**src/rtl/sm3_pkg.sv**
```systemverilog
`default_nettype none
package sm3_pkg;

  localparam int unsigned WordW = 32;
  localparam int unsigned BlkWords = 16;
  localparam int unsigned QDepth = 4;
  localparam int unsigned QAddrW = $clog2(QDepth);

  localparam logic [31:0] T_LOW  = 32'h79CC4519;
  localparam logic [31:0] T_HIGH = 32'h7A879D8A;
  localparam logic [31:0] PAD_WORD = 32'h80000000;
  localparam logic [7:0]  PAD_BYTE = 8'h80;

  localparam logic [31:0] SM3_IV [8] = '{
    32'h7380166F, 32'h4914B2B9, 32'h172442D7, 32'hDA8A0600,
    32'hA96F30BC, 32'h163138AA, 32'hE38DEE4D, 32'hB0FB0E4E
  };

  typedef struct packed {
    logic [31:0] word;
    logic        blk_end;
  } q_entry_t;

  typedef struct packed {
    logic full;
    logic empty;
  } q_status_t;

  function automatic logic [31:0] rotl(input logic [31:0] x, input logic [4:0] n);
    logic [63:0] tmp;
    tmp = {x, x} << n;
    return tmp[63:32];
  endfunction

  function automatic logic [31:0] perm0(input logic [31:0] x);
    return x ^ rotl(x, 5'd9) ^ rotl(x, 5'd17);
  endfunction

  function automatic logic [31:0] perm1(input logic [31:0] x);
    return x ^ rotl(x, 5'd15) ^ rotl(x, 5'd23);
  endfunction

endpackage
`default_nettype wire

```
**src/rtl/sm3_front.sv**
```systemverilog
`default_nettype none
module sm3_front
  import sm3_pkg::*;
(
  input  wire logic        clk,
  input  wire logic        rst_n,
  input  wire logic        in_valid,
  output logic             in_stall,
  input  wire logic [31:0] in_data_word,
  input  wire logic [2:0]  in_byte_count,
  input  wire logic        in_last,
  input  wire q_status_t   q_stat,
  output logic             q_push,
  output q_entry_t         q_wdata
);

  typedef enum logic [4:0] {
    F_TAKE  = 5'b00001,
    F_PAD   = 5'b00010,
    F_ZERO  = 5'b00100,
    F_LENHI = 5'b01000,
    F_LENLO = 5'b10000
  } f_state_t;

  f_state_t    state_r, state_nxt;
  logic [3:0]  pos_r, pos_nxt;
  logic [63:0] bl_r, bl_nxt;
  logic [2:0]  nb;
  logic [31:0] part_word;

  always_comb begin
    nb = (!in_last || in_byte_count > 3'd4) ? 3'd4 : in_byte_count;
    case (nb)
      3'd0:    part_word = PAD_WORD;
      3'd1:    part_word = {in_data_word[31:24], PAD_BYTE, 16'h0};
      3'd2:    part_word = {in_data_word[31:16], PAD_BYTE, 8'h0};
      3'd3:    part_word = {in_data_word[31:8], PAD_BYTE};
      default: part_word = in_data_word;
    endcase
  end

  assign in_stall = (state_r != F_TAKE) || q_stat.full;

  always_comb begin
    state_nxt = state_r;
    bl_nxt    = bl_r;
    q_push    = 1'b0;
    q_wdata   = '{word: 32'h0, blk_end: 1'b0};
    unique case (state_r)
      F_TAKE: begin
        if (in_valid && !q_stat.full) begin
          bl_nxt = bl_r + {58'h0, nb, 3'b000};
          q_push = 1'b1;
          q_wdata.word = part_word;
          if (in_last) begin
            state_nxt = (nb == 3'd4) ? F_PAD : F_ZERO;
          end
        end
      end
      F_PAD: begin
        if (!q_stat.full) begin
          q_push = 1'b1;
          q_wdata.word = PAD_WORD;
          state_nxt = F_ZERO;
        end
      end
      F_ZERO: begin
        if (pos_r == 4'd14) begin
          state_nxt = F_LENHI;
        end else if (!q_stat.full) begin
          q_push = 1'b1;
        end
      end
      F_LENHI: begin
        if (!q_stat.full) begin
          q_push = 1'b1;
          q_wdata.word = bl_r[63:32];
          state_nxt = F_LENLO;
        end
      end
      F_LENLO: begin
        if (!q_stat.full) begin
          q_push = 1'b1;
          q_wdata.word = bl_r[31:0];
          q_wdata.blk_end = 1'b1;
          bl_nxt = 64'h0;
          state_nxt = F_TAKE;
        end
      end
      default: state_nxt = F_TAKE;
    endcase
    pos_nxt = pos_r + {3'b000, q_push};
  end

  always_ff @(posedge clk) begin
    if (!rst_n) begin
      state_r <= F_TAKE;
      pos_r   <= 4'd0;
      bl_r    <= 64'h0;
    end else begin
      state_r <= state_nxt;
      pos_r   <= pos_nxt;
      bl_r    <= bl_nxt;
    end
  end

endmodule
`default_nettype wire

```
**src/rtl/sm3_fifo.sv**
```systemverilog
`default_nettype none
module sm3_fifo
  import sm3_pkg::*;
(
  input  wire logic     clk,
  input  wire logic     rst_n,
  input  wire logic     push,
  input  wire q_entry_t wdata,
  input  wire logic     pop,
  output q_entry_t      rdata,
  output q_status_t     stat
);

  q_entry_t            mem_r [QDepth];
  logic [QAddrW-1:0]   wp_r, rp_r;
  logic [QAddrW:0]     cnt_r;

  assign stat.full  = (cnt_r == (QAddrW+1)'(QDepth));
  assign stat.empty = (cnt_r == '0);
  assign rdata      = mem_r[rp_r];

  always_ff @(posedge clk) begin
    if (push) begin
      mem_r[wp_r] <= wdata;
    end
  end

  always_ff @(posedge clk) begin
    if (!rst_n) begin
      wp_r  <= '0;
      rp_r  <= '0;
      cnt_r <= '0;
    end else begin
      if (push) wp_r <= wp_r + 1'b1;
      if (pop)  rp_r <= rp_r + 1'b1;
      cnt_r <= cnt_r + {{QAddrW{1'b0}}, push} - {{QAddrW{1'b0}}, pop};
    end
  end

endmodule
`default_nettype wire

```
**src/rtl/sm3_back.sv**
```systemverilog
`default_nettype none
module sm3_back
  import sm3_pkg::*;
(
  input  wire logic        clk,
  input  wire logic        rst_n,
  input  wire q_status_t   q_stat,
  input  wire q_entry_t    q_rdata,
  output logic             q_pop,
  output logic             out_valid,
  input  wire logic        out_stall,
  output logic [31:0]      out_digest_word,
  output logic [2:0]       out_word_index,
  output logic             out_digest_last
);

  typedef enum logic [3:0] {
    B_LOAD  = 4'b0001,
    B_ROUND = 4'b0010,
    B_FIN   = 4'b0100,
    B_OUT   = 4'b1000
  } b_state_t;

  b_state_t    state_r;
  logic [31:0] w_r  [BlkWords];
  logic [31:0] r_r  [8];
  logic [31:0] cv_r [8];
  logic [3:0]  cnt_r;
  logic [5:0]  j_r;
  logic [2:0]  oidx_r;
  logic        end_r;

  logic [31:0] tj, a12, ss1, ss2, ff, gg, tt1, tt2, wn;

  always_comb begin
    tj  = (j_r[5:4] == 2'b00) ? T_LOW : T_HIGH;
    a12 = rotl(r_r[0], 5'd12);
    ss1 = rotl(a12 + r_r[4] + rotl(tj, j_r[4:0]), 5'd7);
    ss2 = ss1 ^ a12;
    if (j_r[5:4] == 2'b00) begin
      ff = r_r[0] ^ r_r[1] ^ r_r[2];
      gg = r_r[4] ^ r_r[5] ^ r_r[6];
    end else begin
      ff = (r_r[0] & r_r[1]) | (r_r[0] & r_r[2]) | (r_r[1] & r_r[2]);
      gg = (r_r[4] & r_r[5]) | (~r_r[4] & r_r[6]);
    end
    tt1 = ff + r_r[3] + ss2 + (w_r[0] ^ w_r[4]);
    tt2 = gg + r_r[7] + ss1 + w_r[0];
    wn  = perm1(w_r[0] ^ w_r[7] ^ rotl(w_r[13], 5'd15))
          ^ rotl(w_r[3], 5'd7) ^ w_r[10];
  end

  assign q_pop           = (state_r == B_LOAD) && !q_stat.empty;
  assign out_valid       = (state_r == B_OUT);
  assign out_digest_word = cv_r[oidx_r];
  assign out_word_index  = oidx_r;
  assign out_digest_last = (oidx_r == 3'd7);

  always_ff @(posedge clk) begin
    if (q_pop || state_r == B_ROUND) begin
      for (int i = 0; i < BlkWords - 1; i++) w_r[i] <= w_r[i+1];
      w_r[BlkWords-1] <= q_pop ? q_rdata.word : wn;
    end
    if (q_pop && cnt_r == 4'd15) begin
      for (int k = 0; k < 8; k++) r_r[k] <= cv_r[k];
      end_r <= q_rdata.blk_end;
    end else if (state_r == B_ROUND) begin
      r_r[3] <= r_r[2];
      r_r[2] <= rotl(r_r[1], 5'd9);
      r_r[1] <= r_r[0];
      r_r[0] <= tt1;
      r_r[7] <= r_r[6];
      r_r[6] <= rotl(r_r[5], 5'd19);
      r_r[5] <= r_r[4];
      r_r[4] <= perm0(tt2);
    end
  end

  always_ff @(posedge clk) begin
    if (!rst_n) begin
      state_r <= B_LOAD;
      cnt_r   <= 4'd0;
      j_r     <= 6'd0;
      oidx_r  <= 3'd0;
      for (int k = 0; k < 8; k++) cv_r[k] <= SM3_IV[k];
    end else begin
      unique case (state_r)
        B_LOAD: begin
          if (q_pop) begin
            cnt_r <= cnt_r + 4'd1;
            if (cnt_r == 4'd15) begin
              j_r     <= 6'd0;
              state_r <= B_ROUND;
            end
          end
        end
        B_ROUND: begin
          j_r <= j_r + 6'd1;
          if (j_r == 6'd63) state_r <= B_FIN;
        end
        B_FIN: begin
          for (int k = 0; k < 8; k++) cv_r[k] <= cv_r[k] ^ r_r[k];
          oidx_r  <= 3'd0;
          state_r <= end_r ? B_OUT : B_LOAD;
        end
        B_OUT: begin
          if (!out_stall) begin
            oidx_r <= oidx_r + 3'd1;
            if (oidx_r == 3'd7) begin
              for (int k = 0; k < 8; k++) cv_r[k] <= SM3_IV[k];
              state_r <= B_LOAD;
            end
          end
        end
        default: state_r <= B_LOAD;
      endcase
    end
  end

  a_round_end: assert property (@(posedge clk) disable iff (!rst_n)
    (state_r == B_ROUND && j_r == 6'd63) |=> (state_r == B_FIN))
    else $error("round count overrun");

  a_pop_load: assert property (@(posedge clk) disable iff (!rst_n)
    q_pop |-> (state_r == B_LOAD && !out_valid))
    else $error("pop outside load phase");

  a_iv_back: assert property (@(posedge clk) disable iff (!rst_n)
    (out_valid && !out_stall && oidx_r == 3'd7) |=> (cv_r[0] == SM3_IV[0] && !out_valid))
    else $error("chaining value not restored");

endmodule
`default_nettype wire

```
**src/rtl/sm3_hash_engine_core.sv**
```systemverilog
// Channel  Direction  Handshake            Payload
// in_      input      in_valid/in_stall    data_word[32] byte_count[3] last[1]
// out_     output     out_valid/out_stall  digest_word[32] word_index[3] digest_last[1]
//
// A block of 16 words is gathered from the queue and then run through 64 rounds,
// one round a cycle in the compression unit, before the result is folded into the
// chaining value; no words are taken from the queue meanwhile. Padding adds 2 to 18 words.
// The digest leaves at one word a cycle while out_stall is low.
// Reset is synchronous active low and restores the IV; no clearing pass.
`default_nettype none
module sm3_hash_engine_core
  import sm3_pkg::*;
(
  input  wire logic        clk,
  input  wire logic        rst_n,
  input  wire logic        in_valid,
  output logic             in_stall,
  input  wire logic [31:0] in_data_word,
  input  wire logic [2:0]  in_byte_count,
  input  wire logic        in_last,
  output logic             out_valid,
  input  wire logic        out_stall,
  output logic [31:0]      out_digest_word,
  output logic [2:0]       out_word_index,
  output logic             out_digest_last
);

  q_status_t q_stat;
  q_entry_t  q_wdata, q_rdata;
  logic      q_push, q_pop;

  sm3_front u_front (
    .clk, .rst_n, .in_valid, .in_stall, .in_data_word, .in_byte_count, .in_last,
    .q_stat, .q_push, .q_wdata
  );

  sm3_fifo u_fifo (
    .clk, .rst_n, .push(q_push), .wdata(q_wdata), .pop(q_pop),
    .rdata(q_rdata), .stat(q_stat)
  );

  sm3_back u_back (
    .clk, .rst_n, .q_stat, .q_rdata, .q_pop,
    .out_valid, .out_stall, .out_digest_word, .out_word_index, .out_digest_last
  );

endmodule
`default_nettype wire
```
**config.mk**
```make
export PLATFORM = sky130hd
export DESIGN_NAME = sm3_hash_engine_core
export DESIGN_NICKNAME = d
export VERILOG_FILES = /design/src/rtl/sm3_pkg.sv /design/src/rtl/sm3_front.sv /design/src/rtl/sm3_fifo.sv /design/src/rtl/sm3_back.sv /design/src/rtl/sm3_hash_engine_core.sv
export SDC_FILE = /design/constraint.sdc
export NUM_CORES = 2
export LEC_CHECK = 0
export ABC_AREA = 0
export BUFFER_PORTS_ARGS = -buffer_cell sky130_fd_sc_hd__clkbuf_2
export CORE_AREA = 5 5 403 405
export DETAILED_ROUTE_END_ITERATION = 6
export DIE_AREA = 0 0 408 410
export PLACE_DENSITY_LB_ADDON = 0.15
export RECOVER_POWER = 100
export SLEW_MARGIN = 20
export SYNTH_ARGS = -nofsm -noshare
export SYNTH_HDL_FRONTEND = slang
export SYNTH_SLANG_ARGS = --single-unit
```
**constraint.sdc**
```tcl
create_clock -name clk -period 72.8 [get_ports clk]
set_clock_uncertainty 0.15 [all_clocks]
set_input_delay 3.64 -clock clk [delete_from_list [all_inputs] [get_ports clk]]
set_output_delay 3.64 -clock clk [all_outputs]
set_load 0.03 [all_outputs]
```
# Word level (Yosys, flattened, before mapping)
# Memory sizes are Yosys's and may differ from the RTL's. A register that Yosys moved wholly into a read port is not among the register bits.
# Cells that the tools add are included.
op_classes:
  addsub: 17
  order_cmp: 1
  n_eq_ne: 30
  n_reduce_logical: 22
  shift: 1
  mux: 85
  bitwise_logic: 55
ops:
  columns: ["operator", "count"]
  rows:
  - ["$mux W32", 30]
  - ["$xor A32 B32 Y32", 22]
  - ["$add A32 B32 Y32", 8]
  - ["$pmux W32 S4", 2]
  - ["$and A32 B32 Y32", 5]
  - ["$mux W64", 2]
  - ["$pmux W64 S2", 1]
  - ["$or A32 B32 Y32", 3]
  - ["$add A64 B6 Y64", 1]
  - ["$shl A64 B5 Y64", 1]
  - ["$mux W33", 1]
  - ["$not A32 Y32", 1]
  - ["$mux W5", 6]
  - ["$mux W26", 1]
  - ["$pmux W5 S5", 1]
  - ["$mux W4", 6]
  - ["$or A1 B1 Y1", 24]
  - ["$mux W1", 22]
  - ["$pmux W4 S4", 1]
  - ["$mux W3", 5]
  - ["$ne A2 B2 Y1 const B", 7]
  - ["$eq A4 B4 Y1 const B", 3]
  - ["$mux W6", 2]
  - ["$pmux W6 S2", 1]
  - ["other kinds (36)", 55]
totals:
  wordCells: 226
  output_inout_bits: 38
  memories: 4
  ram_bits: 1156
  ff_bits: 98
memory_table:
  columns: ["name", "words", "width", "read_ports", "rd_ports_with_merged_regs", "write_ports", "line_no", "rtl"]
  rows:
  - ["u_back.w_r", 16, 32, 16, 0, 16, "sm3_back.sv:25", "logic [31:0] w_r [BlkWords];"]
  - ["u_back.cv_r", 8, 32, 9, 1, 8, "sm3_back.sv:27", "logic [31:0] cv_r [8];"]
  - ["u_back.r_r", 8, 32, 8, 0, 8, "sm3_back.sv:26", "logic [31:0] r_r [8];"]
  - ["u_fifo.mem_r", 4, 33, 1, 1, 1, "sm3_fifo.sv:14", "q_entry_t mem_r [QDepth];"]

# Longest topological paths before layout
# An unclocked memory read counts as a cell.
depth:
  word_depth: 11
  depth_mapped: 42

# Hierarchy
# Synthesis repeated with hierarchy kept, for this count alone.
unflattened:
  cells_unflattened: 5360
  area_unflattened_um2: 63848.7
by_module_without_submodules:
  columns: ["module", "n_inst", "cells_per_inst", "seq_area_each_um2", "area_each_um2"]
  rows:
  - ["sm3_back", 1, 4606, 29898.7, 54338.4]
  - ["sm3_fifo", 1, 216, 4144.0, 5251.3]
  - ["sm3_front", 1, 538, 1401.3, 4259.1]

# Worst setup path before layout
# OpenSTA, ideal clock, no wires.
synth_path:
  kind: "register to register"
  from: "register u_back.state_r[3]"
  to: "memory u_back.w_r[0][0] (enable)"
  t_required_ns: 70.553
  arrival_time_ns: 36.223
  slack_ns: 34.330
  path_stages_with_launch: 4
  path_cell_list: "dfxtp_1 nor2_1 nand3b_1 o21ai_0"
synth_lines:
  columns: ["item", "line_no", "rtl"]
  rows:
  - ["start, declared", "sm3_back.sv:24", "b_state_t state_r;"]
  - ["start signal, assigned", "sm3_back.sv:104", "state_r <= end_r ? B_OUT : B_LOAD;"]
  - ["end, declared", "sm3_back.sv:25", null]

==> flow_metrics.tcl <==
set metrics [dict create \
    cts_tree "yes" \
    drive_above_1_share 0.0798 \
    critPathBufInv 6 \
    yosys.area_share.simple 0.112 \
    synthArstFlopShare 0 \
    gr-usage-met1 0.325 \
    final.period_utilization 0.235 \
    antenna_found_initial 3 \
    violations "DRC, capacitance limit, slew limit" \
    rsz0062_at_grt "no" \
    gr-total-overflow 0 \
    status "finished with violations" \
    fill_cells 14700 \
    synth_ff_type "edfxtp_1" \
    busiest_layer "met2" \
    fmax_ghz 0.0584 \
    cpPeakStageDelay_ns 2.07 \
    die_h_um 410 \
    grtUsageMet3 0.0417 \
    critPathTopFamily "buffers and inverters" \
    finalPower_uw 3290 \
    clk-insertion-delay-late_ns 0.79 \
    power.leakage_uw 0.0256 \
    clockBufferDepth 3 \
    drt-initial-drc-count 4253 \
    totalWireLength_mm 201 \
    yosys_warnings 0 \
    hpwlAfterDp_mm 146 \
    syn_to_final_growth_pct 11.2 \
    cp-end-kind "register" \
    synth.mux.area_fraction 0.0464 \
    critPathKind "register to register" \
    cts_resized 0 \
    start_kind "register" \
    io_pins 78 \
    slew_viol_final 2215 \
    cts_hold_buf 0 \
    synth_compound_area_frac 0.0614 \
    multi_input_area_um2 25900 \
    cts.sinks 1256 \
    cpMaxStageDelayCell "clkinvlp_2" \
    h-tree-depth 4 \
    finalHoldViolCount 0 \
    avgSynthCellArea_um2 11.9 \
    clkTransAtPathRegs_ns 0.06 \
    synth_seq_cells 1256 \
    die_w_um 408 \
    synth_top_family_by_area "simple AND/OR/NAND/NOR gates" \
    p_per_area_nw_per_um2 46.9 \
    cap_violations 38 \
    synth_area_um2 63000 \
    first_global_vias 38800 \
    cts_setup_buffers 0 \
    routedWlPerCell_um 26.5 \
    regArea_um2 35400 \
    relSlewSlack -5.82 \
    postRouteAntennaNets 0 \
    gr-usage-all-layers 0.237 \
    drt_pass1_iterations 7 \
    io_buffers 77 \
    max-vdd-ir-drop_v 0.0000590 \
    globalplace.congestion 0.967 \
    cts-root-buf "clkbuf_16" \
    drc_errors 6 \
    path_max_fanout 49 \
    grt_start_max_net_pins 198 \
    synth_edf_count 1029 \
    synth-seq-area-share 0.562 \
    vias_per_cell 5.33 \
    final.min_clock_period_ns 17.12 \
    design.core.area_um2 158000 \
    rows 146 \
    worst_ep_required_time_ns 72.88 \
    min_path_type "register to register" \
    final_nets 5719 \
    synthXorXnorAreaFrac 0.107 \
    grt_pass1_wl_mm 286 \
    dieArea_um2 167000 \
    gr-usage-met2 0.382 \
    cp.arrival_ns 17.20 \
    setup_tns_ns 0 \
    setup_violations 0 \
    synthAdderAreaFrac 0.0828 \
    cp_common_cell "a21oi_1" \
    worst_pin_slew_ns 10.22 \
    syn-num-nets 5647 \
    numCtsBuffers 144 \
    initial_utilization 0.399 \
    dr_total_vias 40300 \
    yosysUniqueCellTypes 87 \
    synth_cells 5304 \
]
## layout make-up
| type | count | share of cell area |
|---|---|---|
| clock buffer | 186 | 0.0544 |
| tap | 2072 | 0.0370 |
| clock inverter | 75 | 0.0110 |
| timing repair buffer | 128 | 0.00873 |
| inverter | 270 | 0.0145 |
| sequential | 1256 | 0.506 |
| multi-input combinational | 3576 | 0.369 |
| antenna | 2 | 0.0000714 |
## registers in the layout, indices dropped and copies added, names as in the netlist, 3 cells and up, named ones only
register               count
u_front.pos_r              4
u_back.cv_r              256
u_back.j_r                 6
u_back.state_r             4
u_fifo.cnt_r               3
u_back.out_word_index      3
u_fifo.mem_r             132
u_front.bl_r              61
u_front.state_r            5
u_back.w_r               512
u_back.r_r               256
u_back.cnt_r               4
## layer usage
metal | wire length (µm) | part of all wire
met4 | 7750 | 0.039
met1 | 87700 | 0.44
met2 | 93800 | 0.47
met5 | 0 | 0
met3 | 11500 | 0.057
## placed cells by master (no fill, tap or decap), types with 24 or more instances in the layout
cell type	Yosys	routed
clkbuf_16	0	144
nor2_1	304	302
mux2i_1	25	25
ha_1	113	113
xor2_1	315	315
edfxtp_1	1029	1029
nand2_1	1211	1211
a21oi_1	151	151
mux4_2	97	97
clkinv_1	0	24
xnor2_1	440	442
a21o_1	42	42
o21a_1	31	31
inv_1	270	269
clkbuf_1	159	100
fa_1	190	190
o21ai_0	187	190
mux2_2	42	40
a222oi_1	25	25
dfxtp_1	227	225
clkbuf_2	0	45
nand3_1	54	54
## final timing paths
check | depth (start not counted) | from | slack, ns | endpoint
setup reg to reg | 39 | u_back.j_r[4]$_SDFFE_PN0P_ | 55.68 | u_back.r_r[1][16]$_DFFE_PP_
setup / recovery | 39 | u_back.j_r[4]$_SDFFE_PN0P_ | 55.68 | u_back.r_r[1][16]$_DFFE_PP_
hold / removal | 0 | u_back.w_r[1][202]$_DFFE_PP_ | 0.26 | u_back.w_r[1][170]$_DFFE_PP_
hold reg to reg | 0 | u_back.w_r[1][202]$_DFFE_PP_ | 0.26 | u_back.w_r[1][170]$_DFFE_PP_
## cells by family (layout without fill, tap and decap cells)
group	count (synthesis)	after routing
AO/OA/AOI/OAI	613	613
AND/OR/NAND/NOR	1734	1734
buffers and inverters	472	659
adder cells (fa/ha/maj)	303	303
other	0	2
flip-flops	1256	1256
XOR/XNOR	761	761
multiplexers	165	165
## per-stage QoR
| stage | instances | setup slack (ns) | util | hold slack, ns | cell area (µm²) |
|---|---|---|---|---|---|
| 2_1_floorplan | 5304 | 34.33 | - | 0.250 | 63000 |
| 3_3_place_gp | 7302 | 61.67 | 0.416 | 0.250 | 65800 |
| 3_5_place_dp | 7302 | 61.58 | 0.416 | 0.255 | 65800 |
| 4_1_cts | 7563 | 61.54 | 0.445 | 0.252 | 70400 |
| 5_1_grt | 7563 | 54.50 | 0.444 | 0.259 | 70100 |
| 6_report | 7565 | 55.68 | 0.444 | 0.257 | 70100 |
## worst reg2reg max path, delay by kind of cell, from the launching register on
kind            cells  cell delay (ns)
buf+inv             6             6.10
simple gates        4             0.92
xor+xnor            3             0.81
fa+ha+maj           6             3.03
flops               1             0.30
compound gates     20             5.25
## synthesized netlist by cell type (all sizes together) (8+ instances only)
library cell     n  area share
nand2         1212       0.072
edfxtp        1029        0.49
xnor2          442       0.062
xor2           315       0.044
nor2           304       0.018
inv            270       0.016
dfxtp          227       0.072
o21ai          192       0.015
fa             190       0.060
clkbuf         159      0.0095
a21oi          152       0.012
ha             113       0.022
mux4            97       0.035
nand3           56      0.0046
a21o            43      0.0051
buf             43      0.0028
mux2            43      0.0077
o21a            31      0.0037
nor2b           26      0.0026
a222oi          25      0.0040
mux2i           25      0.0040
and2            24      0.0024
o211ai          22      0.0027
o22ai           22      0.0022
o31ai           22      0.0026
nor3            21      0.0017
and3            16      0.0017
nand2b          16      0.0016
or3             16      0.0016
a21boi          13      0.0015
a31oi           13      0.0013
nand4           13      0.0013
a211oi          11      0.0013
o21bai           8     0.00095
## report_power, final
group / internal [µW] / switching, µW
clock network: 402 / 305
registers: 1090 / 104
logic: 516 / 872
total: 2010 / 1280
No activity file was read; power rests on OpenSTA's default activity.
